===== config.mk =====
export PLATFORM = sky130hd
export DESIGN_NAME = sha1_stream_hash_core
export DESIGN_NICKNAME = d
export VERILOG_FILES = /design/src/sha1sh_pkg.sv /design/src/sha1_stream_hash_core.sv /design/src/sha1sh_cell.sv /design/src/sha1sh_round.sv
export SDC_FILE = /design/constraint.sdc
export NUM_CORES = 2
export LEC_CHECK = 0
export BUFFER_PORTS_ARGS = -buffer_cell sky130_fd_sc_hd__buf_4
export CAP_MARGIN = 30
export CORE_ASPECT_RATIO = 0.75
export CORE_MARGIN = 3
export CORE_UTILIZATION = 43
export CTS_CLUSTER_SIZE = 16
export DETAILED_ROUTE_END_ITERATION = 10
export PLACE_DENSITY = 0.66
export SETUP_SLACK_MARGIN = 0.3
export SYNTH_ARGS = -nofsm -noshare
export SYNTH_HDL_FRONTEND = slang
export SYNTH_SLANG_ARGS = --single-unit

===== constraint.sdc =====
create_clock -name aclk -period 15 [get_ports aclk]
set_input_delay 1.5 -clock aclk [delete_from_list [all_inputs] [get_ports aclk]]
set_output_delay 1.5 -clock aclk [all_outputs]
set_load 0.05 [all_outputs]

===== src/sha1sh_pkg.sv =====
// Shared types, constants and round functions for the SHA-1 stream hash core.
// No dependencies; imported by every module in src.
package sha1sh_pkg;

    localparam int unsigned NUM_CELLS  = 16;
    localparam int unsigned NUM_ROUNDS = 80;
    localparam int unsigned NUM_WORDS  = 5;

    localparam logic [5:0] LEN_POS  = 6'd56;
    localparam logic [7:0] PAD_BYTE = 8'h80;

    localparam logic [31:0] H_INIT [NUM_WORDS] = '{
        32'h67452301, 32'hEFCDAB89, 32'h98BADCFE, 32'h10325476, 32'hC3D2E1F0
    };

    localparam logic [31:0] K_R0 = 32'h5A827999;
    localparam logic [31:0] K_R1 = 32'h6ED9EBA1;
    localparam logic [31:0] K_R2 = 32'h8F1BBCDC;
    localparam logic [31:0] K_R3 = 32'hCA62C1D6;

    // what each schedule cell does this cycle
    typedef enum logic [1:0] {
        CELL_HOLD,
        CELL_BYTE,
        CELL_WORD
    } cell_mode_t;

    // controls from the sequencer to the round datapath
    typedef struct packed {
        logic load;
        logic step;
        logic fold;
        logic restart;
    } rnd_ctl_t;

    function automatic logic [31:0] rnd_f(input logic [31:0] b, input logic [31:0] c,
                                          input logic [31:0] d, input logic [6:0] t);
        logic [31:0] r;
        if (t < 7'd20) begin
            r = (b & c) | (~b & d);
        end else if (t < 7'd40) begin
            r = b ^ c ^ d;
        end else if (t < 7'd60) begin
            r = (b & c) | (b & d) | (c & d);
        end else begin
            r = b ^ c ^ d;
        end
        return r;
    endfunction

    function automatic logic [31:0] rnd_k(input logic [6:0] t);
        logic [31:0] r;
        if (t < 7'd20) begin
            r = K_R0;
        end else if (t < 7'd40) begin
            r = K_R1;
        end else if (t < 7'd60) begin
            r = K_R2;
        end else begin
            r = K_R3;
        end
        return r;
    endfunction

endpackage


===== src/sha1_stream_hash_core.sv =====
// SHA-1 stream hash core: top level with the byte/padding sequencer.
// Depends on sha1sh_pkg, sha1sh_cell and sha1sh_round.
//
// Usage:
//   Input channel s_*: one word per handshake. s_tdata carries a message byte,
//   s_tuser marks it as a real byte (0 = no byte, e.g. to close an empty
//   message), s_tlast ends the message.
//   Output channel m_*: the five 32-bit digest words h0..h4, big-endian value,
//   m_tlast set on h4.
// Flow:
//   A byte word is taken whenever the core is idle. Every 64th byte starts a
//   compression (80 rounds of the single round unit and a fold; the load
//   overlaps the 64th byte) during which s_tready is low. At message end the
//   padding bytes are shifted into the cell chain one per cycle, bar an empty
//   ST_PADZ pass before the length (up to 64 bytes, or 72 for two blocks),
//   each block followed by its compression; then the digest is offered.
// Reset: aresetn (synchronous, active low) restores the initial chain value,
//   zeroes the bit count and fill position; the block buffer is not cleared.
// Stall: while m_tready is low the current digest word is held and no input
//   is taken; a new message starts only after the fifth word is taken.
module sha1_stream_hash_core (
    input  logic        aclk,
    input  logic        aresetn,
    input  logic        s_tvalid,
    output logic        s_tready,
    input  logic [7:0]  s_tdata,   // [7:0] data_byte
    input  logic        s_tuser,   // [0] byte_valid
    input  logic        s_tlast,
    output logic        m_tvalid,
    input  logic        m_tready,
    output logic [31:0] m_tdata,   // [31:0] digest_word
    output logic        m_tlast
);
    import sha1sh_pkg::*;

    typedef enum logic [2:0] {
        ST_IDLE,
        ST_PAD80,
        ST_PADZ,
        ST_PADLEN,
        ST_ROUNDS,
        ST_FOLD,
        ST_EMIT
    } state_t;

    state_t      state_reg, ret_reg;
    logic [5:0]  fill_reg;
    logic [63:0] bit_count_reg;
    logic [6:0]  round_reg;
    logic [2:0]  word_idx_reg;

    cell_mode_t  cell_mode;
    logic [7:0]  push_byte;
    logic [5:0]  fill_next;
    rnd_ctl_t    ctl;
    logic [31:0] w_q [NUM_CELLS];
    logic [31:0] w_new;
    logic [31:0] w_mix;
    logic [31:0] h_word;
    logic        last_word;

    assign fill_next = fill_reg + 6'd1;
    assign w_mix     = w_q[13] ^ w_q[8] ^ w_q[2] ^ w_q[0];
    assign w_new     = {w_mix[30:0], w_mix[31]};
    assign last_word = (word_idx_reg == 3'(NUM_WORDS - 1));

    assign s_tready = (state_reg == ST_IDLE);
    assign m_tvalid = (state_reg == ST_EMIT);
    assign m_tdata  = h_word;
    assign m_tlast  = last_word;

    always_comb begin
        cell_mode = CELL_HOLD;
        push_byte = '0;
        ctl       = '0;
        unique case (state_reg)
            ST_IDLE: begin
                if (s_tvalid && s_tuser) begin
                    cell_mode = CELL_BYTE;
                    push_byte = s_tdata;
                    ctl.load  = (fill_next == 6'd0);
                end
            end
            ST_PAD80: begin
                cell_mode = CELL_BYTE;
                push_byte = PAD_BYTE;
                ctl.load  = (fill_next == 6'd0);
            end
            ST_PADZ: begin
                if (fill_reg != LEN_POS) begin
                    cell_mode = CELL_BYTE;
                    ctl.load  = (fill_next == 6'd0);
                end
            end
            ST_PADLEN: begin
                // length goes out most significant byte first
                cell_mode = CELL_BYTE;
                push_byte = bit_count_reg[{~fill_reg[2:0], 3'b000} +: 8];
                ctl.load  = (fill_next == 6'd0);
            end
            ST_ROUNDS: begin
                cell_mode = CELL_WORD;
                ctl.step  = 1'b1;
            end
            ST_FOLD: begin
                ctl.fold = 1'b1;
            end
            ST_EMIT: begin
                ctl.restart = m_tready && last_word;
            end
            default: begin
                cell_mode = CELL_HOLD;
            end
        endcase
    end

    // schedule chain: bytes enter at the tail cell, words move toward cell 0
    for (genvar i = 0; i < NUM_CELLS; i++) begin : g_cell
        if (i == NUM_CELLS - 1) begin : g_tail
            sha1sh_cell u_cell (
                .aclk    (aclk),
                .mode    (cell_mode),
                .byte_in (push_byte),
                .word_in (w_new),
                .word_q  (w_q[i])
            );
        end else begin : g_body
            sha1sh_cell u_cell (
                .aclk    (aclk),
                .mode    (cell_mode),
                .byte_in (w_q[i+1][31:24]),
                .word_in (w_q[i+1]),
                .word_q  (w_q[i])
            );
        end
    end

    sha1sh_round u_round (
        .aclk      (aclk),
        .aresetn   (aresetn),
        .ctl       (ctl),
        .round_idx (round_reg),
        .w         (w_q[0]),
        .word_sel  (word_idx_reg),
        .h_word    (h_word)
    );

    always_ff @(posedge aclk) begin
        if (!aresetn) begin
            state_reg     <= ST_IDLE;
            ret_reg       <= ST_IDLE;
            fill_reg      <= '0;
            bit_count_reg <= '0;
            round_reg     <= '0;
            word_idx_reg  <= '0;
        end else begin
            unique case (state_reg)
                ST_IDLE: begin
                    if (s_tvalid) begin
                        if (s_tuser) begin
                            fill_reg      <= fill_next;
                            bit_count_reg <= bit_count_reg + 64'd8;
                            if (fill_next == 6'd0) begin
                                ret_reg   <= s_tlast ? ST_PAD80 : ST_IDLE;
                                state_reg <= ST_ROUNDS;
                            end else if (s_tlast) begin
                                state_reg <= ST_PAD80;
                            end
                        end else if (s_tlast) begin
                            state_reg <= ST_PAD80;
                        end
                    end
                end
                ST_PAD80: begin
                    fill_reg <= fill_next;
                    if (fill_next == 6'd0) begin
                        ret_reg   <= ST_PADZ;
                        state_reg <= ST_ROUNDS;
                    end else if (fill_next == LEN_POS) begin
                        state_reg <= ST_PADLEN;
                    end else begin
                        state_reg <= ST_PADZ;
                    end
                end
                ST_PADZ: begin
                    if (fill_reg == LEN_POS) begin
                        state_reg <= ST_PADLEN;
                    end else begin
                        fill_reg <= fill_next;
                        if (fill_next == 6'd0) begin
                            ret_reg   <= ST_PADZ;
                            state_reg <= ST_ROUNDS;
                        end
                    end
                end
                ST_PADLEN: begin
                    fill_reg <= fill_next;
                    if (fill_next == 6'd0) begin
                        ret_reg   <= ST_EMIT;
                        state_reg <= ST_ROUNDS;
                    end
                end
                ST_ROUNDS: begin
                    round_reg <= round_reg + 7'd1;
                    if (round_reg == 7'(NUM_ROUNDS - 1)) begin
                        state_reg <= ST_FOLD;
                    end
                end
                ST_FOLD: begin
                    round_reg    <= '0;
                    word_idx_reg <= '0;
                    state_reg    <= ret_reg;
                end
                ST_EMIT: begin
                    if (m_tready) begin
                        if (last_word) begin
                            state_reg     <= ST_IDLE;
                            fill_reg      <= '0;
                            bit_count_reg <= '0;
                            word_idx_reg  <= '0;
                        end else begin
                            word_idx_reg <= word_idx_reg + 3'd1;
                        end
                    end
                end
                default: begin
                    state_reg <= ST_IDLE;
                end
            endcase
        end
    end

endmodule


===== src/sha1sh_cell.sv =====
// One 32-bit cell of the block buffer / message schedule chain.
// Depends on sha1sh_pkg for the cell mode type.
module sha1sh_cell (
    input  logic                   aclk,
    input  sha1sh_pkg::cell_mode_t mode,
    input  logic [7:0]             byte_in,   // top byte of the next cell, or fresh byte
    input  logic [31:0]            word_in,   // next cell, or fresh schedule word
    output logic [31:0]            word_q
);
    import sha1sh_pkg::*;

    logic [31:0] word_reg;

    always_ff @(posedge aclk) begin
        unique case (mode)
            CELL_BYTE: word_reg <= {word_reg[23:0], byte_in};
            CELL_WORD: word_reg <= word_in;
            default:   word_reg <= word_reg;
        endcase
    end

    assign word_q = word_reg;

endmodule


===== src/sha1sh_round.sv =====
// SHA-1 round datapath: working variables a..e and the chain value h0..h4.
// Depends on sha1sh_pkg for round functions, constants and the control struct.
module sha1sh_round (
    input  logic                 aclk,
    input  logic                 aresetn,
    input  sha1sh_pkg::rnd_ctl_t ctl,
    input  logic [6:0]           round_idx,
    input  logic [31:0]          w,
    input  logic [2:0]           word_sel,
    output logic [31:0]          h_word
);
    import sha1sh_pkg::*;

    logic [31:0] a_reg, b_reg, c_reg, d_reg, e_reg;
    logic [31:0] h_reg [NUM_WORDS];
    logic [31:0] a_next;

    assign a_next = {a_reg[26:0], a_reg[31:27]} + rnd_f(b_reg, c_reg, d_reg, round_idx)
                  + e_reg + rnd_k(round_idx) + w;

    always_ff @(posedge aclk) begin
        if (ctl.load) begin
            a_reg <= h_reg[0];
            b_reg <= h_reg[1];
            c_reg <= h_reg[2];
            d_reg <= h_reg[3];
            e_reg <= h_reg[4];
        end else if (ctl.step) begin
            a_reg <= a_next;
            b_reg <= a_reg;
            c_reg <= {b_reg[1:0], b_reg[31:2]};
            d_reg <= c_reg;
            e_reg <= d_reg;
        end
    end

    always_ff @(posedge aclk) begin
        if (!aresetn || ctl.restart) begin
            for (int i = 0; i < NUM_WORDS; i++) begin
                h_reg[i] <= H_INIT[i];
            end
        end else if (ctl.fold) begin
            h_reg[0] <= h_reg[0] + a_reg;
            h_reg[1] <= h_reg[1] + b_reg;
            h_reg[2] <= h_reg[2] + c_reg;
            h_reg[3] <= h_reg[3] + d_reg;
            h_reg[4] <= h_reg[4] + e_reg;
        end
    end

    always_comb begin
        unique case (word_sel)
            3'd0:    h_word = h_reg[0];
            3'd1:    h_word = h_reg[1];
            3'd2:    h_word = h_reg[2];
            3'd3:    h_word = h_reg[3];
            default: h_word = h_reg[4];
        endcase
    end

endmodule


### After elaboration in Yosys (flattened, before gate mapping)

Memories as Yosys holds them, arrays and structs flattened.
Index checks and enable logic that the tools add are counted.

* bits in registers: 758
* bits in writable memories: 160
* word-level logic and storage cells: 197
* memories: 1

* $add $sub $neg: 13
* order comparisons: 3
* equal/unequal tests: 24
* shift-type cells: 1
* mux-type cells: 89
* bitwise gates (word level): 19
* reductions and logical operators: 20

Memories
* u_round.h_reg: depth 5, width 32, rd ports 5, clocked after Yosys merged registers in 0, wr ports 5, RTL line sha1sh_round.sv:15 `logic [31:0] h_reg [NUM_WORDS];`

Operators by type and width (count)
* 32-bit case mux with 2 select lines: 16
* 32-bit 2-to-1 mux: 20
* 32-bit adder: 9
* 64-bit 2-to-1 mux: 4
* 32-bit bitwise XOR: 5
* 32-bit AND: 4
* 32-bit case mux with 4 select lines: 1
* 64-bit case mux with 2 select lines: 1
* 32-bit OR: 3
* 64-bit by 4-bit adder with 64-bit output, second input constant: 1
* 64-bit by 7-bit variable part select with 8-bit output: 1
* 3-bit 2-to-1 mux: 18
* 32-bit inverter: 1
* 31-bit 2-to-1 mux: 1
* 6-bit 2-to-1 mux: 5
* 6-bit case mux with 4 select lines: 1
* 8-bit case mux with 3 select lines: 1
* 3-bit case mux with 7 select lines: 1
* 7-bit by 6-bit less-than comparator with 1-bit output, second input constant: 2
* 1-bit 2-to-1 mux: 14
* 7-bit case mux with 2 select lines: 1
* 3-bit by 2-bit equality test with 1-bit output, second input constant: 4
* 3-bit equality test, second input constant: 4
* 6-bit equality test, second input constant: 2
* other kinds (30): 49

### Logic depth before layout (Yosys ltp)

* depth after elaboration: 12
* gate-level depth with buffers: 24

### Hierarchy

Synthesis repeated with hierarchy kept, for this count alone.

* cell total of the unflattened synthesis: 4375
* area, all modules: 56733.2 µm²

By module, submodules not included
* sha1sh_round: instances 1, cells an instance 2525, area each 26497.9 µm²
* sha1sh_cell: instances 16, cells an instance 71, area each 1525.2 µm²
* sha1_stream_hash_core: instances 1, cells an instance 714, area each 5831.8 µm²

### Least setup slack after synthesis

Ideal clock, no wire load.

* path kind: input to register
* from: input s_tvalid
* to: register g_cell[0].g_body.u_cell.word_reg[0] (enable)
* library setup time: 860 ps
* data arrival time: 12330 ps
* data required time: 14140 ps
* setup slack: 1809 ps
* cell stages on the path: 7
* path buffers: 1
* path through: a21oi_1 > a31oi_1 > o21ba_2 > clkbuf_1 > inv_1 > ha_1 > inv_1

* longest elaborated chain between the ends: 5
* elaborated cells between the ends (all ways): 6
* classes of those cells: eq/ne: 2; mux: 2; reduce/logical: 2

Ends and longest elaborated chain
* start: declaration: RTL line sha1_stream_hash_core.sv:24 `input logic s_tvalid,`
* 1-bit logical AND (*): RTL line sha1_stream_hash_core.sv:78 `if (s_tvalid && s_tuser) begin`
* 1-bit 2-to-1 mux (*): RTL line sha1_stream_hash_core.sv:78
* 2-bit case mux with 4 select lines (*): RTL line sha1_stream_hash_core.sv:76 `unique case (state_reg)`
* 2-bit by 1-bit equality test with 1-bit output / 2-bit equality test (equally long branches): RTL line sha1sh_cell.sv:15 `unique case (mode)`
* 2-bit nonzero test (no source line) (*)
* end signal: assignment: RTL line sha1sh_cell.sv:16 `CELL_BYTE: word_reg <= {word_reg[23:0], byte_in};`
* end signal: assignment: RTL line sha1sh_cell.sv:17 `CELL_WORD: word_reg <= word_in;`
* end signal: assignment: RTL line sha1sh_cell.sv:18 `default: word_reg <= word_reg;`
* end: declaration: RTL line sha1sh_cell.sv:12 `logic [31:0] word_reg;`

Mark *: on every way between the ends. The rest lies on a longest branch, timed or not.
A chain may end at the register's enable or synchronous reset.

### Final worst setup path

* from: register round_reg[4]
* to: register u_round.a_reg[24], data pin

* longest elaborated chain between the ends: 10
* elaborated cells between the ends (all ways): 15
* classes of those cells: add/sub: 4; order compare: 3; mux: 8

Ends and longest elaborated chain
* start: declaration: RTL line sha1_stream_hash_core.sv:49 `logic [6:0] round_reg;`
* start signal: assignment: RTL line sha1_stream_hash_core.sv:204 `round_reg <= round_reg + 7'd1;`
* 7-bit by 6-bit less-than comparator with 1-bit output: RTL line sha1sh_pkg.sv:43, sha1sh_pkg.sv:57
* 32-bit 2-to-1 mux: RTL line sha1sh_pkg.sv:43 `end else if (t < 7'd60) begin`
* 32-bit 2-to-1 mux: RTL line sha1sh_pkg.sv:41 `end else if (t < 7'd40) begin`
* 32-bit 2-to-1 mux: RTL line sha1sh_pkg.sv:39 `if (t < 7'd20) begin`
* 32-bit adder: RTL line sha1sh_round.sv:18 `assign a_next = {a_reg[26:0], a_reg[31:27]} + rnd_f(b_reg, c_reg, d_reg, round_idx)`
* 32-bit adder: RTL line sha1sh_round.sv:19 `+ e_reg + rnd_k(round_idx) + w;`
* 32-bit adder (*) (2 in series): RTL line sha1sh_round.sv:19
* 32-bit 2-to-1 mux (*): RTL line sha1sh_round.sv:28 `end else if (ctl.step) begin`
* 32-bit 2-to-1 mux (*): RTL line sha1sh_round.sv:22 `if (ctl.load) begin`
* end signal: assignment: RTL line sha1sh_round.sv:23 `a_reg <= h_reg[0];`
* end signal: assignment: RTL line sha1sh_round.sv:29 `a_reg <= a_next;`
* end: declaration: RTL line sha1sh_round.sv:14 `logic [31:0] a_reg, b_reg, c_reg, d_reg, e_reg;`

Mark *: on every way between the ends. The rest lies on a longest branch, timed or not. The select of a mux whose other input is x is not followed.

==> results.cfg <==
[global_routing]
gr-total-overflow = 0
grt_max_degree = 201
grtUsageTotal = 0.2116
grt_pass1_wl_mm = 210.2
antenna_found_initial = 7
first_global_vias = 34340

[die]
die_y_um = 311.0
die_w_um = 412.6
fp.coreArea_mm2 = 0.1226
die_area_mm2 = 0.1283
initial_core_util = 0.4348
num_rows = 111
pin_count = 49

[synth]
async_flop_share = 0
ys.flop_type = edfxtp_1
synthCells = 4631
synth_top_area_cell = edfxtp_1
synth_top_area_share = 0.4686
synth_edf_count = 832
synth.area.top_cells = edfxtp_1 47%, mux2_2 10%, ha_1 5.0%, fa_1 4.5%, nand2_1 3.9%
synth-seq-area-share = 0.4998
netlist_area_mm2 = 0.05332
synth.distinct_cells = 90
ys_ff_latch = 915
avgSynthCellArea_um2 = 11.51
synthesis.nets = 4975
ys_warn_count = 0

[cts]
cts_setup_buffers = 0
postCtsHoldBufs = 0
clockBufferDepth = 3
cts_tree = built
cts_root_buf = clkbuf_16
path_clk_slew_ns = 0.06
h-tree-depth = 3
cts_resized = 0
insertion_delay_ns = 0.71
cts.sinks = 915
cts_buffers = 94

[pwr]
power_switching_mw = 2.727
clockPowerShare = 0.283
p_leak_nw = 21.43
sw_frac_of_total = 0.3179
power_frac_comb = 0.290
cellInternalPower_mw = 5.853
p_total_mw = 8.581
seqPwrFrac = 0.428
irDropWorstVdd_uv = 127.8
powerDensity_mw_per_mm2 = 146.0

[setup_path]
setup.worst_path.class = register to register
cp_max_fo = 20
arrival_ns = 7.90
end_kind = register
worstSetupStartpointType = register
rrSetupSlack_ns = 7.56
cp_data_required_time_ns = 15.47

[timing]
period_needed_ns = 7.437
finalHoldViolCount = 0
drv_slew = 0
fin_skew_ns = 0.02242
worst_pin_slew_ns = 1.145
whs_ns = 0.4812
period_share = 0.4958
rsz0062_at_grt = no
setup_viol = 0
relSlewSlack = 0.2296
fmax_ghz = 0.1345
setup_tns_ns = 0

[finish]
drive_above_1_share = 0.1645
synthToLayoutAreaGrowth_pct = 10.20
fin_nets = 4982
finalInstanceArea_mm2 = 0.05875
largest_reg_flops = 480

[route]
wl_per_cell_um = 21.74
ant_nets = 0
wirelength_mm = 138.2
drtIter0Drc = 4120
vias = 36680
dr.pass1.iters = 6
drc = 0
vias_per_cell = 5.770

[hold_path]
worstHoldPathType = register to register

[place]
place_area_mm2 = 0.05545
gp_congestion = 0.9801
portBuffers = 48
dp_hpwl_mm = 99.19

[run_status]
outcome = complete, no violations

[job]
max_cap_violations = 0
## cell type report
type | count | area [µm²]
tap | 1638 | 2049
clock inverter | 61 | 689.4
clock buffer | 115 | 2461
sequential | 915 | 26650
fill | 10930 | 63880
multi-input combinational | 3286 | 25120
inverter | 245 | 927.1
antenna | 1 | 2.502
timing repair buffer | 96 | 857.1
## per-layer routing
layer / global-route usage / part of all wire / vias to the layer above
met5: 0.008996 / 0.0013 / -
met4: 0.06234 / 0.028 / 8
met3: 0.05709 / 0.095 / 210
met2: 0.2832 / 0.40 / 1392
met1: 0.3289 / 0.47 / 18080
li1: - / - / 16990
## Yosys cell counts, types with 8 or more instances
cell / n
mux2_2: 472
ha_1: 211
mux4_2: 13
o21ai_0: 192
a31oi_1: 53
o21a_1: 46
o211a_1: 8
inv_1: 244
nand3_1: 52
o31a_1: 13
or2_2: 13
and2_1: 29
xor2_1: 94
nor3_1: 66
a211oi_1: 37
nor3b_1: 12
nand4_1: 29
o31ai_1: 16
nor2_1: 336
a21oi_1: 211
or3_1: 39
xnor2_1: 176
fa_1: 119
a21boi_0: 10
buf_2: 13
a22o_1: 12
a22oi_1: 65
o211ai_1: 18
nor4_1: 9
a221o_1: 13
edfxtp_1: 832
and4_1: 12
a21o_1: 74
mux2i_1: 52
clkbuf_1: 153
dfxtp_1: 83
and3_1: 39
nor2b_1: 32
a221oi_1: 11
o21bai_1: 21
nand2_1: 552
buf_1: 18
nand2b_1: 22
## path summary, 6_finish.rpt
check | cells after the start | from | to
max | 21 | round_reg[4] | u_round.a_reg[24]
min | 2 | round_reg[1] | round_reg[1]
max reg2reg | 21 | round_reg[4] | u_round.a_reg[24]
min reg2reg | 2 | round_reg[1] | round_reg[1]
## through the flow
stage,std cells,setup WS [ns],util
2_1_floorplan,4631,1.809,-
3_3_place_gp,6171,8.032,0.4518
3_5_place_dp,6174,7.928,0.4522
4_1_cts,6350,7.852,0.4779
5_1_grt,6357,7.448,0.4791
6_report,6357,7.563,0.4791
## power by group through the flow
stage          logic (mW)  registers [mW]  clock network (mW)
2_1_floorplan        1.91            3.72                   0
3_3_place_gp         2.38            3.72                   0
3_5_place_dp         2.43            3.72                   0
4_1_cts              2.45            3.67                2.48
5_1_grt              2.75            3.72                2.57
6_report             2.48            3.67                2.43
## kinds of logic after synthesis
| kind of cell | count (synthesis) | synth area share |
|---|---|---|
| compound gates | 878 | 0.1084 |
| xor+xnor | 270 | 0.04435 |
| mux | 538 | 0.1152 |
| flops | 915 | 0.4998 |
| simple gates | 1270 | 0.1074 |
| buf+inv | 430 | 0.03072 |
| fa+ha+maj | 330 | 0.09420 |
## cells in the final DEF, fill, tap and decap left out, types with 87 or more instances in the layout
master	netlist	routed
a21oi_1	211	211
buf_4	0	87
clkbuf_16	0	94
edfxtp_1	832	832
fa_1	119	119
ha_1	211	210
inv_1	244	243
mux2_2	472	472
nand2_1	552	550
nor2_1	336	335
o21ai_0	192	192
xnor2_1	176	176
xor2_1	94	94
## worst max-delay path, cell delays in order (launching register included)
cell and delay [ns]:
dfxtp_1 0.40, a41oi_2 0.63, nand2_2 0.56, inv_1 0.22, nor2_2 0.08, inv_1 0.64
o221ai_1 0.28, ha_1 0.35, inv_1 0.05, fa_1 0.49, inv_1 0.05, fa_1 0.50
inv_1 0.04, ha_1 0.37, a21o_1 0.19, a21oi_1 0.20, a311oi_1 0.18, nor3_1 0.84
nor3_1 0.16, o311ai_0 0.59, nand4_1 0.18, o211a_1 0.16
Note: power is estimated with default switching activity, not from simulation.
